File: src/sv/bhei_pkg.sv
// Shared types, constants and saturating helpers for the hit energy integrator.
`timescale 1ns / 1ps

package bhei_pkg;

  // Widths of the shared divider datapath
  localparam int DVD_BITS  = 56;  // dividend, shifted in from the top
  localparam int DEN_BITS  = 37;  // divisor and partial remainder
  localparam int QUO_BITS  = 40;  // quotient register
  localparam int ITER_BITS = 6;   // iteration counter

  // Iterations per division
  localparam logic [ITER_BITS-1:0] QUENCH_ITERS = 6'd20;
  localparam logic [ITER_BITS-1:0] MEAN_ITERS   = 6'd40;

  // Mean clamp limits and the no-axis marker (4004 mm in 1/16 mm)
  localparam logic [QUO_BITS-1:0]  POS_MAX_MAG = 40'd524287;
  localparam logic [QUO_BITS-1:0]  NEG_MAX_MAG = 40'd524288;
  localparam logic signed [19:0]   POS_MAX     = 20'sh7FFFF;
  localparam logic signed [19:0]   POS_MIN     = 20'sh80000;
  localparam logic signed [19:0]   NO_AXIS_POS = 20'sd64064;

  // Configuration register indexes
  typedef enum logic [1:0] {
    CFG_BIRKS  = 2'd0,
    CFG_HALF_X = 2'd1,
    CFG_HALF_Y = 2'd2,
    CFG_HALF_Z = 2'd3
  } cfg_idx_t;

  // One simulated step
  typedef struct packed {
    logic        [19:0] step_energy;
    logic        [19:0] step_length;
    logic signed [3:0]  step_charge;
    logic signed [19:0] pos_x;
    logic signed [19:0] pos_y;
    logic signed [19:0] pos_z;
    logic        [31:0] step_time;
    logic        [7:0]  sector_id;
    logic        [7:0]  layer_id;
    logic        [9:0]  channel_id;
    logic        [15:0] hit_number;
    logic               last_step;
  } bhei_in_t;

  // One finished hit
  typedef struct packed {
    logic        [15:0] out_hit_number;
    logic        [7:0]  out_sector;
    logic        [7:0]  out_layer;
    logic        [9:0]  out_channel;
    logic        [31:0] first_time;
    logic        [31:0] energy_total;
    logic        [31:0] energy_quenched;
    logic signed [19:0] hit_position;
    logic               axis_found;
  } bhei_out_t;

  // Divider request
  typedef struct packed {
    logic                 start;
    logic [ITER_BITS-1:0] iters;
    logic [DEN_BITS-1:0]  rem_init;
    logic [DVD_BITS-1:0]  dividend;
    logic [DEN_BITS-1:0]  divisor;
  } div_ctrl_t;

  // Divider status
  typedef struct packed {
    logic busy;
    logic done;
  } div_stat_t;

  // Unsigned add that clamps at 2^32-1
  function automatic logic [31:0] sat_add32(input logic [31:0] a, input logic [19:0] b);
    logic [32:0] s;
    s = {1'b0, a} + {13'b0, b};
    return s[32] ? 32'hFFFF_FFFF : s[31:0];
  endfunction

  // Signed add that clamps to the 40-bit range
  function automatic logic signed [39:0] sat_add40(input logic signed [39:0] a,
                                                    input logic signed [19:0] b);
    logic [40:0] s;
    s = {a[39], a} + {{21{b[19]}}, b};
    if (s[40] != s[39]) begin
      return s[40] ? {1'b1, 39'b0} : {1'b0, {39{1'b1}}};
    end
    return s[39:0];
  endfunction

endpackage

File: src/sv/bhei_divider.sv
// Shared restoring divider, one quotient bit per cycle.
`timescale 1ns / 1ps

module bhei_divider (
  input  logic                          clk,
  input  logic                          rst_n,
  input  bhei_pkg::div_ctrl_t           ctrl,
  output bhei_pkg::div_stat_t           stat,
  output logic [bhei_pkg::QUO_BITS-1:0] quotient
);
  import bhei_pkg::*;

  logic [DEN_BITS-1:0]  rem_r;
  logic [DVD_BITS-1:0]  dvd_r;
  logic [DEN_BITS-1:0]  den_r;
  logic [QUO_BITS-1:0]  quo_r;
  logic [ITER_BITS-1:0] cnt_r;
  logic                 busy_r;
  logic                 done_r;

  logic [DEN_BITS:0]    trial;
  logic [DEN_BITS:0]    diff;
  logic                 fits;

  // Shift the next dividend bit into the remainder and try the subtract
  assign trial = {rem_r, dvd_r[DVD_BITS-1]};
  assign diff  = trial - {1'b0, den_r};
  assign fits  = trial >= {1'b0, den_r};

  // Sequence control
  always_ff @(posedge clk) begin
    if (!rst_n) begin
      busy_r <= 1'b0;
      done_r <= 1'b0;
      cnt_r  <= '0;
    end else begin
      done_r <= 1'b0;
      if (ctrl.start) begin
        busy_r <= 1'b1;
        cnt_r  <= ctrl.iters;
      end else if (busy_r) begin
        cnt_r <= cnt_r - 1'b1;
        if (cnt_r == ITER_BITS'(1)) begin
          busy_r <= 1'b0;
          done_r <= 1'b1;
        end
      end
    end
  end

  // Datapath: load on start, then one bit per cycle
  always_ff @(posedge clk) begin
    if (ctrl.start) begin
      rem_r <= ctrl.rem_init;
      dvd_r <= ctrl.dividend;
      den_r <= ctrl.divisor;
      quo_r <= '0;
    end else if (busy_r) begin
      rem_r <= fits ? diff[DEN_BITS-1:0] : trial[DEN_BITS-1:0];
      dvd_r <= {dvd_r[DVD_BITS-2:0], 1'b0};
      quo_r <= {quo_r[QUO_BITS-2:0], fits};
    end
  end

  assign stat.busy = busy_r;
  assign stat.done = done_r;
  assign quotient  = quo_r;

  // Remainder stays below the divisor while iterating
  a_rem_below_den: assert property (@(posedge clk) disable iff (!rst_n)
    busy_r |-> rem_r < den_r)
    else $error("divider remainder not below divisor");

  // No new request while a division runs
  a_no_start_busy: assert property (@(posedge clk) disable iff (!rst_n)
    ctrl.start |-> !busy_r)
    else $error("divider started while busy");

  // Done follows the final iteration
  a_done_after_busy: assert property (@(posedge clk) disable iff (!rst_n)
    done_r |-> $past(busy_r) && !busy_r)
    else $error("divider done without finishing");

endmodule

File: src/sv/birks_hit_energy_integrator.sv
// Top level: step accumulation, Birks quenching and hit mean under one sequencer.
//
//   channel | ports                              | word
//   --------+------------------------------------+----------------------------
//   input   | in_valid, in_stall, in_data        | one simulated step
//   output  | out_valid, out_stall, out_data     | one finished hit
//   config  | cfg_we, cfg_index, cfg_data        | one 16-bit register write
//
// A step passes through S_MUL, S_QSTART and S_QACC, waiting in S_QWAIT on the
// shared 1-bit-per-cycle divider (20 iterations) unless quenching is skipped.
// A last step then forms the mean (40 divider iterations) if an axis is found.
// Reset is synchronous, active low, and clears sums, count and configuration.
// A finished hit sits in the output register while the next step is taken;
// a last step waits in its final state while that register is still stalled.
`timescale 1ns / 1ps

module birks_hit_energy_integrator #(
  parameter int COUNT_BITS = 16
) (
  input  logic                clk,
  input  logic                rst_n,
  input  logic                in_valid,
  output logic                in_stall,
  input  bhei_pkg::bhei_in_t  in_data,
  output logic                out_valid,
  input  logic                out_stall,
  output bhei_pkg::bhei_out_t out_data,
  input  logic                cfg_we,
  input  logic [1:0]          cfg_index,
  input  logic [15:0]         cfg_data
);
  import bhei_pkg::*;

  typedef enum logic [7:0] {
    S_IDLE   = 8'b0000_0001,
    S_MUL    = 8'b0000_0010,
    S_QSTART = 8'b0000_0100,
    S_QWAIT  = 8'b0000_1000,
    S_QACC   = 8'b0001_0000,
    S_MSTART = 8'b0010_0000,
    S_MWAIT  = 8'b0100_0000,
    S_OUT    = 8'b1000_0000
  } state_t;

  state_t                  state_r, state_nxt;

  logic [15:0]             kb_r, half_x_r, half_y_r, half_z_r;
  bhei_in_t                item_r;
  logic [39:0]             prod_ed_r;
  logic [35:0]             prod_ke_r;
  logic [31:0]             raw_sum_r, q_sum_r, start_time_r;
  logic signed [39:0]      sum_x_r, sum_y_r, sum_z_r;
  logic [COUNT_BITS-1:0]   steps_seen_r;
  logic                    mean_neg_r;
  logic                    axis_found_r;
  logic                    out_valid_r;
  bhei_out_t               out_data_r;

  div_ctrl_t               div_ctrl;
  div_stat_t               div_stat;
  logic [QUO_BITS-1:0]     div_quo;

  logic                    accept;
  logic                    out_free;
  logic                    bypass;
  logic                    pick_x, pick_y, pick_z;
  logic signed [39:0]      sel_sum;
  logic [39:0]             sel_mag;
  logic [DEN_BITS-1:0]     quench_den;
  logic signed [19:0]      mean_pos;

  assign accept   = in_valid && !in_stall;
  assign in_stall = state_r != S_IDLE;
  assign out_free = !out_valid_r || !out_stall;

  // Quench is skipped when any factor is zero
  assign bypass = (kb_r == '0) || (item_r.step_energy == '0) ||
                  (item_r.step_length == '0) || (item_r.step_charge == '0);

  // Unique longest half size picks the axis
  assign pick_x = (half_x_r > half_y_r) && (half_x_r > half_z_r);
  assign pick_y = (half_y_r > half_x_r) && (half_y_r > half_z_r);
  assign pick_z = (half_z_r > half_x_r) && (half_z_r > half_y_r);

  always_comb begin
    sel_sum = sum_z_r;
    if (pick_x) begin
      sel_sum = sum_x_r;
    end else if (pick_y) begin
      sel_sum = sum_y_r;
    end
  end

  assign sel_mag    = sel_sum[39] ? 40'(-sel_sum) : 40'(sel_sum);
  assign quench_den = {1'b0, item_r.step_length, 16'b0} + {1'b0, prod_ke_r};

  // Divider request: quench in S_QSTART, mean in S_MSTART
  always_comb begin
    div_ctrl          = '0;
    div_ctrl.iters    = QUENCH_ITERS;
    div_ctrl.rem_init = {1'b0, prod_ed_r[39:4]};
    div_ctrl.dividend = {prod_ed_r[3:0], {(DVD_BITS-4){1'b0}}};
    div_ctrl.divisor  = quench_den;
    if (state_r == S_QSTART) begin
      div_ctrl.start = !bypass;
    end else if (state_r == S_MSTART) begin
      div_ctrl.start    = pick_x || pick_y || pick_z;
      div_ctrl.iters    = MEAN_ITERS;
      div_ctrl.rem_init = '0;
      div_ctrl.dividend = {sel_mag, {(DVD_BITS-40){1'b0}}};
      div_ctrl.divisor  = {{(DEN_BITS-COUNT_BITS){1'b0}}, steps_seen_r};
    end
  end

  bhei_divider u_div (
    .clk      (clk),
    .rst_n    (rst_n),
    .ctrl     (div_ctrl),
    .stat     (div_stat),
    .quotient (div_quo)
  );

  // Sign back onto the mean and clamp to 20 bits
  always_comb begin
    if (!mean_neg_r) begin
      mean_pos = (div_quo > POS_MAX_MAG) ? POS_MAX : div_quo[19:0];
    end else begin
      mean_pos = (div_quo > NEG_MAX_MAG) ? POS_MIN : 20'(~div_quo[19:0] + 20'd1);
    end
  end

  // Sequencer
  always_comb begin
    state_nxt = state_r;
    unique case (state_r)
      S_IDLE:   if (accept) state_nxt = S_MUL;
      S_MUL:    state_nxt = S_QSTART;
      S_QSTART: state_nxt = bypass ? S_QACC : S_QWAIT;
      S_QWAIT:  if (div_stat.done) state_nxt = S_QACC;
      S_QACC:   state_nxt = item_r.last_step ? S_MSTART : S_IDLE;
      S_MSTART: state_nxt = (pick_x || pick_y || pick_z) ? S_MWAIT : S_OUT;
      S_MWAIT:  if (div_stat.done) state_nxt = S_OUT;
      S_OUT:    if (out_free) state_nxt = S_IDLE;
      default:  state_nxt = S_IDLE;
    endcase
  end

  always_ff @(posedge clk) begin
    if (!rst_n) begin
      state_r <= S_IDLE;
    end else begin
      state_r <= state_nxt;
    end
  end

  // Configuration registers
  always_ff @(posedge clk) begin
    if (!rst_n) begin
      kb_r     <= '0;
      half_x_r <= '0;
      half_y_r <= '0;
      half_z_r <= '0;
    end else if (cfg_we) begin
      unique case (cfg_idx_t'(cfg_index))
        CFG_BIRKS:  kb_r     <= cfg_data;
        CFG_HALF_X: half_x_r <= cfg_data;
        CFG_HALF_Y: half_y_r <= cfg_data;
        CFG_HALF_Z: half_z_r <= cfg_data;
        default:    kb_r     <= kb_r;
      endcase
    end
  end

  // Hold the step and form both products
  always_ff @(posedge clk) begin
    if (accept) begin
      item_r <= in_data;
    end
    if (state_r == S_MUL) begin
      prod_ed_r <= {20'b0, item_r.step_energy} * {20'b0, item_r.step_length};
      prod_ke_r <= {20'b0, kb_r} * {16'b0, item_r.step_energy};
    end
  end

  // Per-hit sums: raw, positions and count on accept, quench in S_QACC, cleared on emit
  always_ff @(posedge clk) begin
    if (!rst_n) begin
      raw_sum_r    <= '0;
      q_sum_r      <= '0;
      sum_x_r      <= '0;
      sum_y_r      <= '0;
      sum_z_r      <= '0;
      steps_seen_r <= '0;
      start_time_r <= '0;
    end else if (accept) begin
      if (steps_seen_r == '0) begin
        start_time_r <= in_data.step_time;
      end
      raw_sum_r <= sat_add32(raw_sum_r, in_data.step_energy);
      sum_x_r   <= sat_add40(sum_x_r, in_data.pos_x);
      sum_y_r   <= sat_add40(sum_y_r, in_data.pos_y);
      sum_z_r   <= sat_add40(sum_z_r, in_data.pos_z);
      if (steps_seen_r != '1) begin
        steps_seen_r <= steps_seen_r + 1'b1;
      end
    end else if (state_r == S_QACC) begin
      q_sum_r <= sat_add32(q_sum_r, bypass ? item_r.step_energy : div_quo[19:0]);
    end else if (state_r == S_OUT && out_free) begin
      raw_sum_r    <= '0;
      q_sum_r      <= '0;
      sum_x_r      <= '0;
      sum_y_r      <= '0;
      sum_z_r      <= '0;
      steps_seen_r <= '0;
    end
  end

  // Latch sign and axis outcome at the start of the mean
  always_ff @(posedge clk) begin
    if (state_r == S_MSTART) begin
      mean_neg_r   <= sel_sum[39];
      axis_found_r <= pick_x || pick_y || pick_z;
    end
  end

  // Output register
  always_ff @(posedge clk) begin
    if (!rst_n) begin
      out_valid_r <= 1'b0;
    end else if (state_r == S_OUT && out_free) begin
      out_valid_r <= 1'b1;
    end else if (!out_stall) begin
      out_valid_r <= 1'b0;
    end
  end

  always_ff @(posedge clk) begin
    if (state_r == S_OUT && out_free) begin
      out_data_r.out_hit_number  <= item_r.hit_number;
      out_data_r.out_sector      <= item_r.sector_id;
      out_data_r.out_layer       <= item_r.layer_id;
      out_data_r.out_channel     <= item_r.channel_id;
      out_data_r.first_time      <= start_time_r;
      out_data_r.energy_total    <= raw_sum_r;
      out_data_r.energy_quenched <= q_sum_r;
      out_data_r.hit_position    <= axis_found_r ? mean_pos : NO_AXIS_POS;
      out_data_r.axis_found      <= axis_found_r;
    end
  end

  assign out_valid = out_valid_r;
  assign out_data  = out_data_r;

  // Divider only finishes while the sequencer waits on it
  a_done_in_wait: assert property (@(posedge clk) disable iff (!rst_n)
    div_stat.done |-> (state_r == S_QWAIT || state_r == S_MWAIT))
    else $error("divider done outside a wait state");

  // The mean never divides by zero
  a_count_nonzero: assert property (@(posedge clk) disable iff (!rst_n)
    state_r == S_MSTART |-> steps_seen_r != '0)
    else $error("mean started with zero steps");

  // Emitting a hit clears the per-hit state
  a_clear_on_emit: assert property (@(posedge clk) disable iff (!rst_n)
    (state_r == S_OUT && out_free) |=> (steps_seen_r == '0 && raw_sum_r == '0))
    else $error("hit state not cleared after emit");

  // No axis means the marker position
  a_no_axis_pos: assert property (@(posedge clk) disable iff (!rst_n)
    (out_valid_r && !out_data_r.axis_found) |-> out_data_r.hit_position == NO_AXIS_POS)
    else $error("no-axis hit without marker position");

endmodule

File: config.mk
export PLATFORM = sky130hd
export DESIGN_NAME = birks_hit_energy_integrator
export DESIGN_NICKNAME = d
export VERILOG_FILES = /design/src/sv/bhei_pkg.sv /design/src/sv/bhei_divider.sv /design/src/sv/birks_hit_energy_integrator.sv
export SDC_FILE = /design/constraint.sdc
export NUM_CORES = 2
export LEC_CHECK = 0
export BUFFER_PORTS_ARGS = -buffer_cell sky130_fd_sc_hd__buf_2
export CAP_MARGIN = 30
export CORE_ASPECT_RATIO = 0.75
export CORE_MARGIN = 2
export CORE_UTILIZATION = 30
export CTS_CLUSTER_SIZE = 8
export DETAILED_ROUTE_END_ITERATION = 8
export SLEW_MARGIN = 10
export SYNTH_ARGS = -nofsm -noshare
export SYNTH_HDL_FRONTEND = slang
export SYNTH_SLANG_ARGS = --single-unit
File: constraint.sdc
create_clock -name clk -period 21.7 [get_ports clk]
set_clock_uncertainty 0.1 [all_clocks]
set_input_delay 1.085 -clock clk [delete_from_list [all_inputs] [get_ports clk]]
set_output_delay 1.085 -clock clk [all_outputs]
set_load 0.01 [all_outputs]
==> out/results.ini <==
[flow_run]
cap_viol_max_count = 0

[timing]
setup_violations = 0
max_slew.worst_pin.slew_ns = 1.05
period_share_pct = 37.2
hold_viol_final = 0
hold_slack_ns = 0.312
slew_violations = 0
rsz0062_at_grt = false
slew-limit-headroom_pct = 29.9
tns_ns = 0
finalCriticalPeriod_ns = 8.07
fmax_mhz = 124

[clock_network]
cts_resized = 0
cts_sinks = 791
cts-root-buf = clkbuf_16
clk_pin_slew_ns = 0.06
clk_latency_ns = 0.77
postCtsHoldBufs = 0
cts_inserted_buffers = 111
postCtsSetupBuffers = 0
cts_tree = built
htreeDepth = 3
clockBufferDepth = 3

[place]
hpwl_mm = 160
dp.cells = 10096
gp_congestion = 0.938
port_buffers = 362

[global_routing]
grt_max_degree = 90
grt_pass1_wl_mm = 322
first_global_vias = 51834
antenna_found_initial = 19
track_usage_pct = 18.6
overflow = 0

[synth]
postSynthNetCount = 8371
ys.flop_type = edfxtp_1
netlist_area_sq_um = 65900
synth.distinct_cells = 86
synth_cells = 7063
synth-edff-count = 438
yosysWarnings = 0
async_flop_share_pct = 0
synth_seq_cells = 791
seq_area_frac_synth_pct = 30.7
avgSynthCellArea_sq_um = 9.33

[critical_path]
critical_path_peak_fanout = 22
arrival_ns = 8.46
crit_type = flip-flop to flip-flop
startpoint_type = flip-flop
endpoint_kind = flip-flop
cp_slowest_cell = edfxtp_1
rrSetupSlack_ns = 13.63
path_common_cell = fa_1
required_ns = 22.10
slowest_delay_ns = 0.81

[floorplan]
core_sq_um = 218000
die_h_um = 410
die_x_um = 545
start_util_pct = 30.3
num_rows = 148
dieArea_sq_um = 223000
io-pin-count = 363

[drt]
drc = 0
num_vias = 52617
routedWlPerCell_um = 20.6
drtAntennaViolNets = 0
drt-pass1-iter-count = 6
via_per_inst = 5.10
first_iter_violations = 4704
wl_mm = 212

[run_status]
status = finished, final reports clean

[cells_and_area]
post-route-util_pct = 34.3
layout-drive-gt1-share_pct = 9.35
syn_to_final_growth_pct = 13.2
layout_commonest_cell = nand2_1
layout_common_cells = nand2_1, inv_1, fa_1
fin_cells = 10318
fin_nets = 8603

[worst_hold_path]
hp-class = flip-flop to flip-flop

[pwr]
cellLeakagePower_nw = 32.9
powerDensity_nw_per_um2 = 189
ir_drop_mv = 0.529

registers in the layout, summed over array words and instances (netlist names), 40 cells and up:
name            cells
u_div.dvd_r        40
sum_z_r            40
prod_ed_r          40
sum_y_r            40
out_data          159
sum_x_r            40
u_div.quotient     40
item_r             87
stage by stage:
step | setup WS (ns) | area [sq um] | total power [mW]
detailed placement | 13.73 | 71000 | 12.2
finish | 13.63 | 74600 | 14.1
global placement | 13.69 | 70700 | 12.0
global route | 13.35 | 74600 | 15.3
CTS | 13.68 | 74300 | 14.0
floorplan | 14.58 | 65900 | 9.38
synth_stat cells, types with 32 or more instances:
| master | instances | area, sq um |
|---|---|---|
| a31oi_1 | 36 | 225 |
| nand4_1 | 50 | 313 |
| a22oi_1 | 32 | 240 |
| and2_1 | 388 | 2430 |
| nand2b_1 | 38 | 238 |
| a211oi_1 | 44 | 330 |
| and3_1 | 44 | 275 |
| nand3_1 | 121 | 606 |
| nand2_1 | 893 | 3350 |
| nor2_1 | 378 | 1420 |
| o211ai_1 | 34 | 255 |
| xor2_1 | 108 | 946 |
| dfxtp_1 | 353 | 7070 |
| a311oi_1 | 35 | 307 |
| clkbuf_1 | 303 | 1140 |
| a21o_1 | 165 | 1240 |
| xnor2_1 | 177 | 1550 |
| ha_1 | 529 | 6620 |
| or3_1 | 43 | 269 |
| nor4_1 | 43 | 269 |
| inv_1 | 803 | 3010 |
| nor2b_1 | 49 | 307 |
| o21ai_0 | 330 | 1650 |
| o21a_1 | 52 | 390 |
| a21oi_1 | 428 | 2140 |
| edfxtp_1 | 438 | 13200 |
| fa_1 | 577 | 11600 |
| nor3_1 | 81 | 405 |
| mux2i_1 | 83 | 831 |
worst max-delay path: cells and delay by family, from the launching register on:
kind | cells | cell delay, ns
AO/OA/AOI/OAI | 9 | 2.04
AND/OR/NAND/NOR | 2 | 0.25
flip-flops | 1 | 0.81
XOR/XNOR | 1 | 0.10
buffers and inverters | 6 | 0.70
adder cells (fa/ha/maj) | 8 | 3.79
logic make-up after synthesis:
kind of cell,count (synthesis),synth area share [%]
compound gates,1416,13.7
xor+xnor,285,3.79
fa+ha+maj,1109,27.6
buf+inv,1141,6.52
flops,791,30.7
mux,104,1.62
simple gates,2217,16.1
where the power goes:
| part | leakage (nW) | internal [mW] | switching [mW] |
|---|---|---|---|
| clock | 1.58 | 0.976 | 0.725 |
| sequential | 6.91 | 2.20 | 0.220 |
| combinational | 24.4 | 4.03 | 5.95 |
| total | 32.9 | 7.21 | 6.90 |
per-layer routing:
| layer | vias up | wire length, um | GRT usage, % |
|---|---|---|---|
| met3 | 290 | 22700 | 5.66 |
| met1 | 25755 | 98700 | 27.2 |
| met2 | 2116 | 85700 | 26.4 |
| li1 | 24450 | - | - |
| met5 | - | 186 | 0.513 |
| met4 | 6 | 5190 | 4.59 |
area by class of cell:
class                           instances  area, sq um
Antenna cell                            6         15.0
Clock inverter                         10          191
Multi-Input combinational cell       5131        41500
Inverter                              805         3040
Tap cell                             2925         3660
Timing Repair Buffer                  455         2820
Fill cell                           22120       143000
Clock buffer                          195         3140
Sequential cell                       791        20200
final timing paths:
kind,from,cells after the start,end
worst min-delay path,item_r[33],0,out_data[133]
worst min register to register,item_r[33],0,out_data[133]
worst max register to register,item_r[164],26,prod_ed_r[37]
worst max-delay path,item_r[164],26,prod_ed_r[37]
(Power assumes the default switching activity.)
